**src/rtl/core/signed_decimal_ascii_defines.svh**
```systemverilog
// ----------------------------------------------------------------------------
// Signed decimal ASCII assertion macros
// Shared concurrent assertion helpers, clocked on clk_i, quiet in reset.
// ----------------------------------------------------------------------------
`ifndef SIGNED_DECIMAL_ASCII_DEFINES_SVH
`define SIGNED_DECIMAL_ASCII_DEFINES_SVH

// Same-cycle implication
`define SDA_ASSERT_NOW(lbl, ante, cons, msg) \
  lbl: assert property (@(posedge clk_i) disable iff (!rst_ni) (ante) |-> (cons)) \
    else $error(msg);

// Next-cycle implication
`define SDA_ASSERT_NEXT(lbl, ante, cons, msg) \
  lbl: assert property (@(posedge clk_i) disable iff (!rst_ni) (ante) |=> (cons)) \
    else $error(msg);

`endif

```
**src/rtl/core/sda_pkg.sv**
```systemverilog
// ----------------------------------------------------------------------------
// Signed decimal ASCII package
// Payload types, chain control codes and character constants.
// ----------------------------------------------------------------------------
package sda_pkg;

  localparam int unsigned VALUE_W = 64;
  localparam int unsigned DIGITS  = 20;

  // ASCII codes
  localparam logic [7:0] CH_NUL   = 8'h00;
  localparam logic [7:0] CH_SPACE = 8'h20;
  localparam logic [7:0] CH_MINUS = 8'h2D;
  localparam logic [3:0] CH_DIGIT_HI = 4'h3;  // '0'..'9' are 0x30..0x39

  // Configuration register indexes
  localparam logic [1:0] REG_ZERO_FILL   = 2'd0;
  localparam logic [1:0] REG_FIELD_WIDTH = 2'd1;
  localparam logic [1:0] REG_CAPACITY    = 2'd2;

  // Digit chain operation, common to all cells
  typedef enum logic [1:0] {
    MODE_HOLD,
    MODE_CLEAR,
    MODE_DABBLE,
    MODE_SHIFT
  } sda_mode_e;

  typedef struct packed {
    logic [VALUE_W-1:0] value;
    logic               is_signed;
  } sda_in_t;

  typedef struct packed {
    logic [7:0] character;
    logic       last;
    logic       no_room;
  } sda_out_t;

endpackage

```
**src/rtl/core/sda_cell.sv**
```systemverilog
// ----------------------------------------------------------------------------
// Signed decimal ASCII digit cell
// One BCD digit: hold, clear, add-3 / shift step for binary to BCD, or digit shift up.
// ----------------------------------------------------------------------------
module sda_cell (
  input  logic               clk_i,
  input  sda_pkg::sda_mode_e mode_i,
  input  logic               bit_i,    // carry bit from lower cell
  input  logic [3:0]         digit_i,  // digit of lower cell
  output logic [3:0]         digit_o,
  output logic               bit_o
);
  import sda_pkg::*;

  logic [3:0] digit_q, digit_d;
  logic [3:0] adj;

  // Correct digits of five and up before the doubling
  assign adj = (digit_q >= 4'd5) ? (digit_q + 4'd3) : digit_q;

  always_comb begin
    unique case (mode_i)
      MODE_HOLD:   digit_d = digit_q;
      MODE_CLEAR:  digit_d = 4'd0;
      MODE_DABBLE: digit_d = {adj[2:0], bit_i};
      MODE_SHIFT:  digit_d = digit_i;
      default:     digit_d = digit_q;
    endcase
  end

  always_ff @(posedge clk_i) begin
    digit_q <= digit_d;
  end

  assign digit_o = digit_q;
  assign bit_o   = adj[3];

endmodule

```
**src/rtl/core/sda_chain.sv**
```systemverilog
// ----------------------------------------------------------------------------
// Signed decimal ASCII digit chain
// Row of BCD cells, least significant at the bottom; the top digit is read.
// ----------------------------------------------------------------------------
module sda_chain (
  input  logic               clk_i,
  input  sda_pkg::sda_mode_e mode_i,
  input  logic               bit_i,   // next binary bit, msb first
  output logic [3:0]         top_o,   // most significant digit
  output logic               ovf_o    // carry out of the top cell
);
  import sda_pkg::*;

  logic [3:0] digit [DIGITS];
  logic       carry [DIGITS];

  for (genvar k = 0; k < DIGITS; k++) begin : g_cell
    logic       bit_in;
    logic [3:0] digit_in;

    if (k == 0) begin : g_first
      assign bit_in   = bit_i;
      assign digit_in = 4'd0;
    end else begin : g_next
      assign bit_in   = carry[k-1];
      assign digit_in = digit[k-1];
    end

    sda_cell u_cell (
      .clk_i   (clk_i),
      .mode_i  (mode_i),
      .bit_i   (bit_in),
      .digit_i (digit_in),
      .digit_o (digit[k]),
      .bit_o   (carry[k])
    );
  end

  assign top_o = digit[DIGITS-1];
  assign ovf_o = carry[DIGITS-1];

endmodule

```
**src/rtl/core/signed_decimal_ascii.sv**
```systemverilog
// ----------------------------------------------------------------------------
// Signed decimal ASCII converter
// 64-bit value to decimal text, one character per output item.
// ----------------------------------------------------------------------------
// Input channel: in_valid_i / in_stall_o carries a value and a signed flag.
// Output channel: out_valid_o / out_stall_i carries one character per item,
// last set on the final one; a value that does not fit the capacity gives
// one item with no_room set, character zero and last set.
// Config port: cfg_we_i writes cfg_data_i to register cfg_index_i
// (0 zero-fill digit count, 1 field_width, 2 capacity); others are ignored.
// Sequence: an accepted value runs through the BCD cell chain
// (one binary bit per cycle), then leading zeros are dropped down to the
// digits kept and the top digit is found, the text is sized, then one
// character per cycle enters the output register while the receiver
// takes it.
// One value is in work at a time; the next is accepted once the last
// character is registered.
// Stall on the output holds the registered item and pauses emission.
// Reset empties the output register, returns to idle and sets
// zero_fill 0, field_width 0, capacity 32.
// ----------------------------------------------------------------------------
`include "signed_decimal_ascii_defines.svh"

module signed_decimal_ascii (
  input  logic               clk_i,
  input  logic               rst_ni,
  input  logic               in_valid_i,
  output logic               in_stall_o,
  input  sda_pkg::sda_in_t   in_data_i,
  output logic               out_valid_o,
  input  logic               out_stall_i,
  output sda_pkg::sda_out_t  out_data_o,
  input  logic               cfg_we_i,
  input  logic [1:0]         cfg_index_i,
  input  logic [6:0]         cfg_data_i
);
  import sda_pkg::*;

  typedef enum logic [2:0] {
    ST_IDLE,
    ST_CONV,
    ST_NORM,
    ST_SIZE,
    ST_EMIT
  } state_e;

  // Configuration registers
  logic [4:0] zero_fill_q;
  logic [5:0] field_width_q;
  logic [6:0] capacity_q;

  always_ff @(posedge clk_i or negedge rst_ni) begin
    if (!rst_ni) begin
      zero_fill_q   <= 5'd0;
      field_width_q <= 6'd0;
      capacity_q    <= 7'd32;
    end else if (cfg_we_i) begin
      unique case (cfg_index_i)
        REG_ZERO_FILL:   zero_fill_q   <= cfg_data_i[4:0];
        REG_FIELD_WIDTH: field_width_q <= cfg_data_i[5:0];
        REG_CAPACITY:    capacity_q    <= cfg_data_i;
        default:         ;
      endcase
    end
  end

  state_e          state_q, state_d;
  logic [5:0]      cyc_q, cyc_d;      // conversion bit count
  logic [4:0]      cnt_q, cnt_d;      // digits still in the text
  logic [5:0]      pad_q, pad_d;      // spaces still to send
  logic            sign_q, sign_d;    // minus still to send
  logic [6:0]      rem_q, rem_d;      // characters still to send
  logic            noroom_q, noroom_d;
  logic            out_valid_q, out_valid_d;
  logic [VALUE_W-1:0] mag_q, mag_d;
  sda_out_t        out_q, out_d;

  logic            in_fire, can_load, norm_shift;
  logic [4:0]      min_cap, len;
  logic [5:0]      pad_calc;
  logic [6:0]      total, limit;
  logic [3:0]      top_digit;
  logic            chain_ovf;
  sda_mode_e       mode;

  assign in_stall_o = (state_q != ST_IDLE);
  assign in_fire    = in_valid_i && !in_stall_o;
  assign can_load   = !out_valid_q || !out_stall_i;

  // Digit count floor: at least one digit, at most the chain length
  assign min_cap = (zero_fill_q > 5'(DIGITS)) ? 5'(DIGITS) :
                   (zero_fill_q == 5'd0)      ? 5'd1 : zero_fill_q;
  assign norm_shift = (cnt_q > min_cap) && (top_digit == 4'd0);

  // Text sizing
  assign len      = cnt_q + {4'd0, sign_q};
  assign pad_calc = (field_width_q > {1'b0, len}) ? (field_width_q - {1'b0, len}) : 6'd0;
  assign total    = {1'b0, pad_calc} + {2'd0, len};
  assign limit    = (capacity_q > 7'd64) ? 7'd64 : capacity_q;

  // Chain operation per state
  always_comb begin
    unique case (state_q)
      ST_IDLE: mode = in_fire ? MODE_CLEAR : MODE_HOLD;
      ST_CONV: mode = MODE_DABBLE;
      ST_NORM: mode = norm_shift ? MODE_SHIFT : MODE_HOLD;
      ST_SIZE: mode = MODE_HOLD;
      ST_EMIT: mode = (can_load && !noroom_q && (pad_q == 6'd0) && !sign_q) ?
                      MODE_SHIFT : MODE_HOLD;
      default: mode = MODE_HOLD;
    endcase
  end

  sda_chain u_chain (
    .clk_i  (clk_i),
    .mode_i (mode),
    .bit_i  (mag_q[VALUE_W-1]),
    .top_o  (top_digit),
    .ovf_o  (chain_ovf)
  );

  // Next-state logic
  always_comb begin
    state_d     = state_q;
    cyc_d       = cyc_q;
    cnt_d       = cnt_q;
    pad_d       = pad_q;
    sign_d      = sign_q;
    rem_d       = rem_q;
    noroom_d    = noroom_q;
    mag_d       = mag_q;
    out_d       = out_q;
    out_valid_d = out_valid_q && out_stall_i;

    unique case (state_q)
      ST_IDLE: begin
        if (in_fire) begin
          sign_d  = in_data_i.is_signed && in_data_i.value[VALUE_W-1];
          mag_d   = sign_d ? (~in_data_i.value + 64'd1) : in_data_i.value;
          cyc_d   = 6'd0;
          state_d = ST_CONV;
        end
      end
      ST_CONV: begin
        mag_d = {mag_q[VALUE_W-2:0], 1'b0};
        cyc_d = cyc_q + 6'd1;
        if (cyc_q == 6'(VALUE_W - 1)) begin
          cnt_d   = 5'(DIGITS);
          state_d = ST_NORM;
        end
      end
      ST_NORM: begin
        if (norm_shift) begin
          cnt_d = cnt_q - 5'd1;
        end else begin
          state_d = ST_SIZE;
        end
      end
      ST_SIZE: begin
        noroom_d = ({2'd0, len} >= capacity_q);
        pad_d    = pad_calc;
        rem_d    = (total > limit) ? limit : total;
        state_d  = ST_EMIT;
      end
      ST_EMIT: begin
        if (can_load) begin
          out_valid_d = 1'b1;
          if (noroom_q) begin
            out_d   = '{character: CH_NUL, last: 1'b1, no_room: 1'b1};
            state_d = ST_IDLE;
          end else begin
            out_d.no_room = 1'b0;
            out_d.last    = (rem_q == 7'd1);
            rem_d         = rem_q - 7'd1;
            if (pad_q != 6'd0) begin
              out_d.character = CH_SPACE;
              pad_d           = pad_q - 6'd1;
            end else if (sign_q) begin
              out_d.character = CH_MINUS;
              sign_d          = 1'b0;
            end else begin
              out_d.character = {CH_DIGIT_HI, top_digit};
            end
            if (rem_q == 7'd1) begin
              state_d = ST_IDLE;
            end
          end
        end
      end
      default: state_d = ST_IDLE;
    endcase
  end

  // Control state and output valid
  always_ff @(posedge clk_i or negedge rst_ni) begin
    if (!rst_ni) begin
      state_q     <= ST_IDLE;
      out_valid_q <= 1'b0;
    end else begin
      state_q     <= state_d;
      out_valid_q <= out_valid_d;
    end
  end

  // Payload and working registers
  always_ff @(posedge clk_i) begin
    cyc_q    <= cyc_d;
    cnt_q    <= cnt_d;
    pad_q    <= pad_d;
    sign_q   <= sign_d;
    rem_q    <= rem_d;
    noroom_q <= noroom_d;
    mag_q    <= mag_d;
    out_q    <= out_d;
  end

  assign out_valid_o = out_valid_q;
  assign out_data_o  = out_q;

  // Checks
  `SDA_ASSERT_NOW(a_noroom_form, out_valid_o && out_data_o.no_room, out_data_o.last && (out_data_o.character == CH_NUL), "no-room item must be last with character zero")
  `SDA_ASSERT_NOW(a_no_overflow, state_q == ST_CONV, !chain_ovf, "BCD chain overflowed")
  `SDA_ASSERT_NOW(a_digit_range, (state_q == ST_NORM) || (state_q == ST_EMIT), top_digit <= 4'd9, "top digit is not decimal")
  `SDA_ASSERT_NEXT(a_busy_after_accept, in_fire, in_stall_o, "input taken while a value is in work")

endmodule

```
**config.mk**
```make
export PLATFORM = sky130hd
export DESIGN_NAME = signed_decimal_ascii
export DESIGN_NICKNAME = d
export VERILOG_FILES = /design/src/rtl/core/sda_pkg.sv /design/src/rtl/core/sda_cell.sv /design/src/rtl/core/sda_chain.sv /design/src/rtl/core/signed_decimal_ascii.sv
export VERILOG_INCLUDE_DIRS = /design/src /design/src/rtl/core
export SDC_FILE = /design/constraint.sdc
export NUM_CORES = 1
export LEC_CHECK = 0
export ABC_CLOCK_PERIOD_IN_PS = 5600
export BUFFER_PORTS_ARGS = -buffer_cell sky130_fd_sc_hd__buf_2
export CORE_MARGIN = 4
export CORE_UTILIZATION = 60
export DETAILED_ROUTE_END_ITERATION = 10
export PLACE_DENSITY = 0.9
export SKIP_LAST_GASP = 1
export SLEW_MARGIN = 10
export SYNTH_ARGS = -nofsm -noshare
export SYNTH_HDL_FRONTEND = slang
export SYNTH_SLANG_ARGS = --single-unit
```
**constraint.sdc**
```tcl
create_clock -name clk_i -period 5.6 [get_ports clk_i]
set_input_delay 0.28 -clock clk_i [delete_from_list [all_inputs] [get_ports clk_i]]
set_output_delay 0.28 -clock clk_i [all_outputs]
set_load 0.02 [all_outputs]
```
==> summary by stage <==
Power and ir drop
Dividing total power by cell area gives a power density of 540 mW/mm^2. In this run the static leakage power is 5.59 nW. The sequential share of power is 0.422. Internal power comes to 0.00469 W. The design draws 0.00751 W. For this design the total switching power over the nets is 0.00283 W. The part of the power in combinational logic is 0.424. The switching power as a share of total power is 0.376. The proportion of power drawn by the clock network is 0.153. The peak ir drop on the vdd network is 0.368 mV.

Detailed routing
The detailed router used layers up to and including met4. In the final routing, the length of wire on met1 measures 11.3 mm. The average detailed-routed wire length per instance is 16.2 um. The remaining routing DRC violations is 0. The detailed-routed wire length on met2 is 12.6 mm. Before antenna repair, the detailed router went through 5 iterations. The detailed router placed 9,642 vias in this run.

Once detail routing completed, the nets flagged for antenna violations numbered 0. The first routing iteration left 718 violations. The met3 wire length is 1.44 mm. The number of vias per cell is 6.03. For this block, the routed nets add up to 25.8 mm of wire.

Synthesis
The mapped netlist covers 0.0126 mm^2. For this run, asynchronously set or reset flops after synthesis account for 0.110. Of the total synthesized cell area, the portion taken by XOR and XNOR cells is 0.0742. Counting distinct cell types in the post-synthesis netlist gives 63.

The sequential fraction of the synthesis area is 0.469. After synthesis, the share of cell area in mux cells is 0.0185. The number of cells produced by synthesis is 1,238. The compound-gate portion of the synthesized area was 0.178. In this run, synthesis inferred 178 flip-flops with an integrated enable. Of the post-synthesis cell area, the dominant cell type holds 0.425.

sky130_fd_sc_hd__edfxtp_1 takes more of the synthesized area than any other cell. The most frequently used flop master after synthesis is sky130_fd_sc_hd__edfxtp_1. By area, the combinational part of the netlist is dominated by compound AO/OA/AOI/OAI gates. The count of state elements after synthesis is 200. Of the total synthesized cell area, the portion taken by AND, OR, NAND and NOR gates is 0.144. In the post-synthesis netlist, the biggest area contributors are sky130_fd_sc_hd__edfxtp_1, sky130_fd_sc_hd__ha_1, sky130_fd_sc_hd__xnor2_1.

Of the total synthesized cell area, the portion taken by full adders, half adders and majority gates is 0.0781. The mean instance size in the synthesized netlist is 10.2 um^2. For this run, the number of Yosys warnings is 0.

Setup path
The slowest stage of the critical path is the sky130_fd_sc_hd__fa_1 cell. The data required time of the critical path is 5.79 ns. The worst setup path is launched from a flop. For this run, the slowest stage of the critical path takes 0.45 ns. The kind of end point of the critical path is a flop.

In this design, the critical path's most frequently occurring cell is sky130_fd_sc_hd__ha_1. The critical path class is reg2reg. Along the worst path, the maximum fanout reaches 10.

STA puts the critical path data arrival time at 5.41 ns.

Global routing
The number of global-route vias before repair is 9,116. The total track usage is 0.219. For this run the aggregate overflow at the end of global routing stands at 0. The initial antenna violation count is 0. The first-pass GRT wire length is 43.2 mm. The maximum number of pins on one net before global-route repair is 105.

STA
The count of final max-slew check failures was 0. Clock skew on the completed layout was measured at 0.0105 ns. The number of hold violations in the final report is 0.

Static timing analysis puts the maximum clock frequency at 191 MHz. Adding up every negative setup slack in the final design gives 0 ns. Setup repair after global routing left no endpoint under its margin. The time the worst path needs with I/O delays and setup is 5.22 ns.

The worst slew margin relative to its limit is 0.199. The slack of the critical path is 0.376 ns. For the pin with the worst max-slew slack, the measured transition is 1.20 ns.

On the final layout, the worst hold slack is 0.0706 ns. The final critical-path share of the clock period is 0.933. Setup violations remaining at the end of the flow were counted as 0.

Floorplanning
The floorplan step defined a core boundary enclosing 0.0204 mm^2. The floorplan has 52 rows. The die outline area is 0.0234 mm^2. The I/O pin count is 91. The die span in x is 153 um. The initial utilization of the core area, before any placement, comes to 0.616. In this run the vertical extent of the chip is 153 um.

Clock tree
TritonCTS built the clock tree. The maximum number of buffers from clock root to sink is 2. The clock latency on the worst-skew pair is 0.44 ns. The number of levels in the clock H-tree is 4. The tree is rooted in a sky130_fd_sc_hd__clkbuf_16. The total number of clock tree sinks is 200. The number of CTS-inserted buffers is 17. After clock tree synthesis, the clock-pin slew on the worst setup and hold paths is 0.07 ns.

Finish
The fraction of final layout cells sized beyond drive strength 1 is 0.133. The layout net count is 1,469. The area growth from synthesis to layout is 10.6%.

Place
Input and output buffers added on the ports amount to 88. The final weighted congestion in routability-driven placement is 0.882. Prior to clock tree synthesis, the placed netlist has a worst setup slack of 0.112 ns. Detailed placement finished with a half-perimeter wire length of 17.8 mm.

Flow run
The tool flagged a number of max-cap violations equal to 0.

Run status
The flow ran to the end, and the final reports show no timing, DRC or antenna violations.

Min path
The worst hold path belongs to the class in2reg.
[sequential cells by signal (all words and copies together) (netlist names)]
register                       count
noroom_q                           1
out_data_o                         8
sign_q                             1
mag_q                             64
u_chain.g_cell.u_cell.digit_o     80
state_q                            3
cyc_q                              6
zero_fill_q                        5
rem_q                              7
field_width_q                      6
pad_q                              6
cnt_q                              5
capacity_q                         7
out_valid_o                        1
[kinds of logic after synthesis]
kind of cell | after synthesis
simple gates | 360
compound gates | 351
flops | 200
buf+inv | 122
xor+xnor | 105
fa+ha+maj | 78
mux | 21
other cells | 1
[cell type report]
| class | instances | area, um^2 |
|---|---|---|
| diodes | 1 | 2.50 |
| clock buffers | 19 | 433 |
| clock inverters | 13 | 106 |
| fillers | 1479 | 6510 |
| inverters | 75 | 282 |
| multi-input cells | 917 | 6270 |
| flip-flops and latches | 200 | 5900 |
| well taps | 270 | 338 |
| repair buffers | 104 | 588 |
[final timing paths]
check | depth (start not counted) | endpoint | startpoint | slack [ns]
worst max-delay path | 25 | rem_q[4] | cnt_q[0] | 0.38
worst max register to register | 25 | rem_q[4] | cnt_q[0] | 0.38
worst min register to register | 2 | mag_q[63] | mag_q[62] | 0.52
min in group asynchronous | 2 | state_q[1] | rst_ni | 0.35
max in group asynchronous | 2 | capacity_q[5] | rst_ni | 4.88
worst min-delay path | 2 | capacity_q[6] | cfg_data_i[6] | 0.07
[power groups by stage]
stage / logic [W] / clock network [W] / registers, W
3_3_place_gp: 0.00290 / 0 / 0.00315
5_1_grt: 0.00359 / 0.00123 / 0.00326
4_1_cts: 0.00312 / 0.00117 / 0.00317
6_report: 0.00319 / 0.00115 / 0.00317
2_1_floorplan: 0.00243 / 0 / 0.00307
3_5_place_dp: 0.00308 / 0 / 0.00318
[Yosys cell counts (35+ instances only)]
cell type and n:
sky130_fd_sc_hd__nand2_1 118, sky130_fd_sc_hd__o21ai_1 38, sky130_fd_sc_hd__inv_1 75, sky130_fd_sc_hd__o21ai_0 74
sky130_fd_sc_hd__a22o_1 38, sky130_fd_sc_hd__xnor2_1 61, sky130_fd_sc_hd__edfxtp_1 178, sky130_fd_sc_hd__nor2_1 80
sky130_fd_sc_hd__o2bb2ai_1 35, sky130_fd_sc_hd__clkbuf_1 42, sky130_fd_sc_hd__nor3b_1 40, sky130_fd_sc_hd__a21oi_1 99
sky130_fd_sc_hd__xor2_1 43, sky130_fd_sc_hd__ha_1 73
[metrics by stage]
step	cell area, um^2	instances	util
after floorplan	12600	1239	-
after global placement	13300	1560	0.650
after detailed placement	13300	1560	0.650
after CTS	13800	1593	0.677
after global routing	13900	1598	0.681
final	13900	1599	0.681
[cell usage in the layout, fill, tap and decap left out, drive strengths merged, types with 7 or more instances in the layout]
cell type  synthesis  final
a21oi             99     99
nor2b              8      8
nand3             14     14
clkinv             0      9
a211oi             7      7
or4                8      8
o41ai              7      7
ha                73     73
nand2            120    120
nor2              80     80
mux2              18     18
o31ai             15     15
nor3              26     26
nor3b             40     40
o2bb2ai           35     35
xnor2             61     61
xor2              43     43
a31oi             12     12
nand2b            23     23
inv               75     76
o21ai            112    112
buf                5    103
dfrtp             21     21
edfxtp           178    178
a22o              38     38
clkbuf            42     19
nor4              10     10
and2               7      7
or3                7      7
[critical path: cells and delay by family (launching register included)]
family / cells / cell delay (ns)
flip-flops: 1 / 0.43
adder cells (fa/ha/maj): 6 / 1.70
AO/OA/AOI/OAI: 8 / 1.12
AND/OR/NAND/NOR: 6 / 0.86
buffers and inverters: 3 / 0.42
XOR/XNOR: 2 / 0.47
[per-layer routing]
layer / up-vias / global-route usage
met5: - / 0
met2: 310 / 0.369
met1: 4613 / 0.293
met3: 44 / 0.0376
met4: 0 / 0.0649
li1: 4675 / -
[timing repair]
item | 4_1_cts | 5_1_grt
hold endpoints to repair | 21 | 0
setup buffers | 0 | 5
hold buffers | 1 | 0
setup endpoints to repair | 0 | 7
gates resized for setup | 0 | 6
Note: power is estimated with default switching activity, not from simulation.
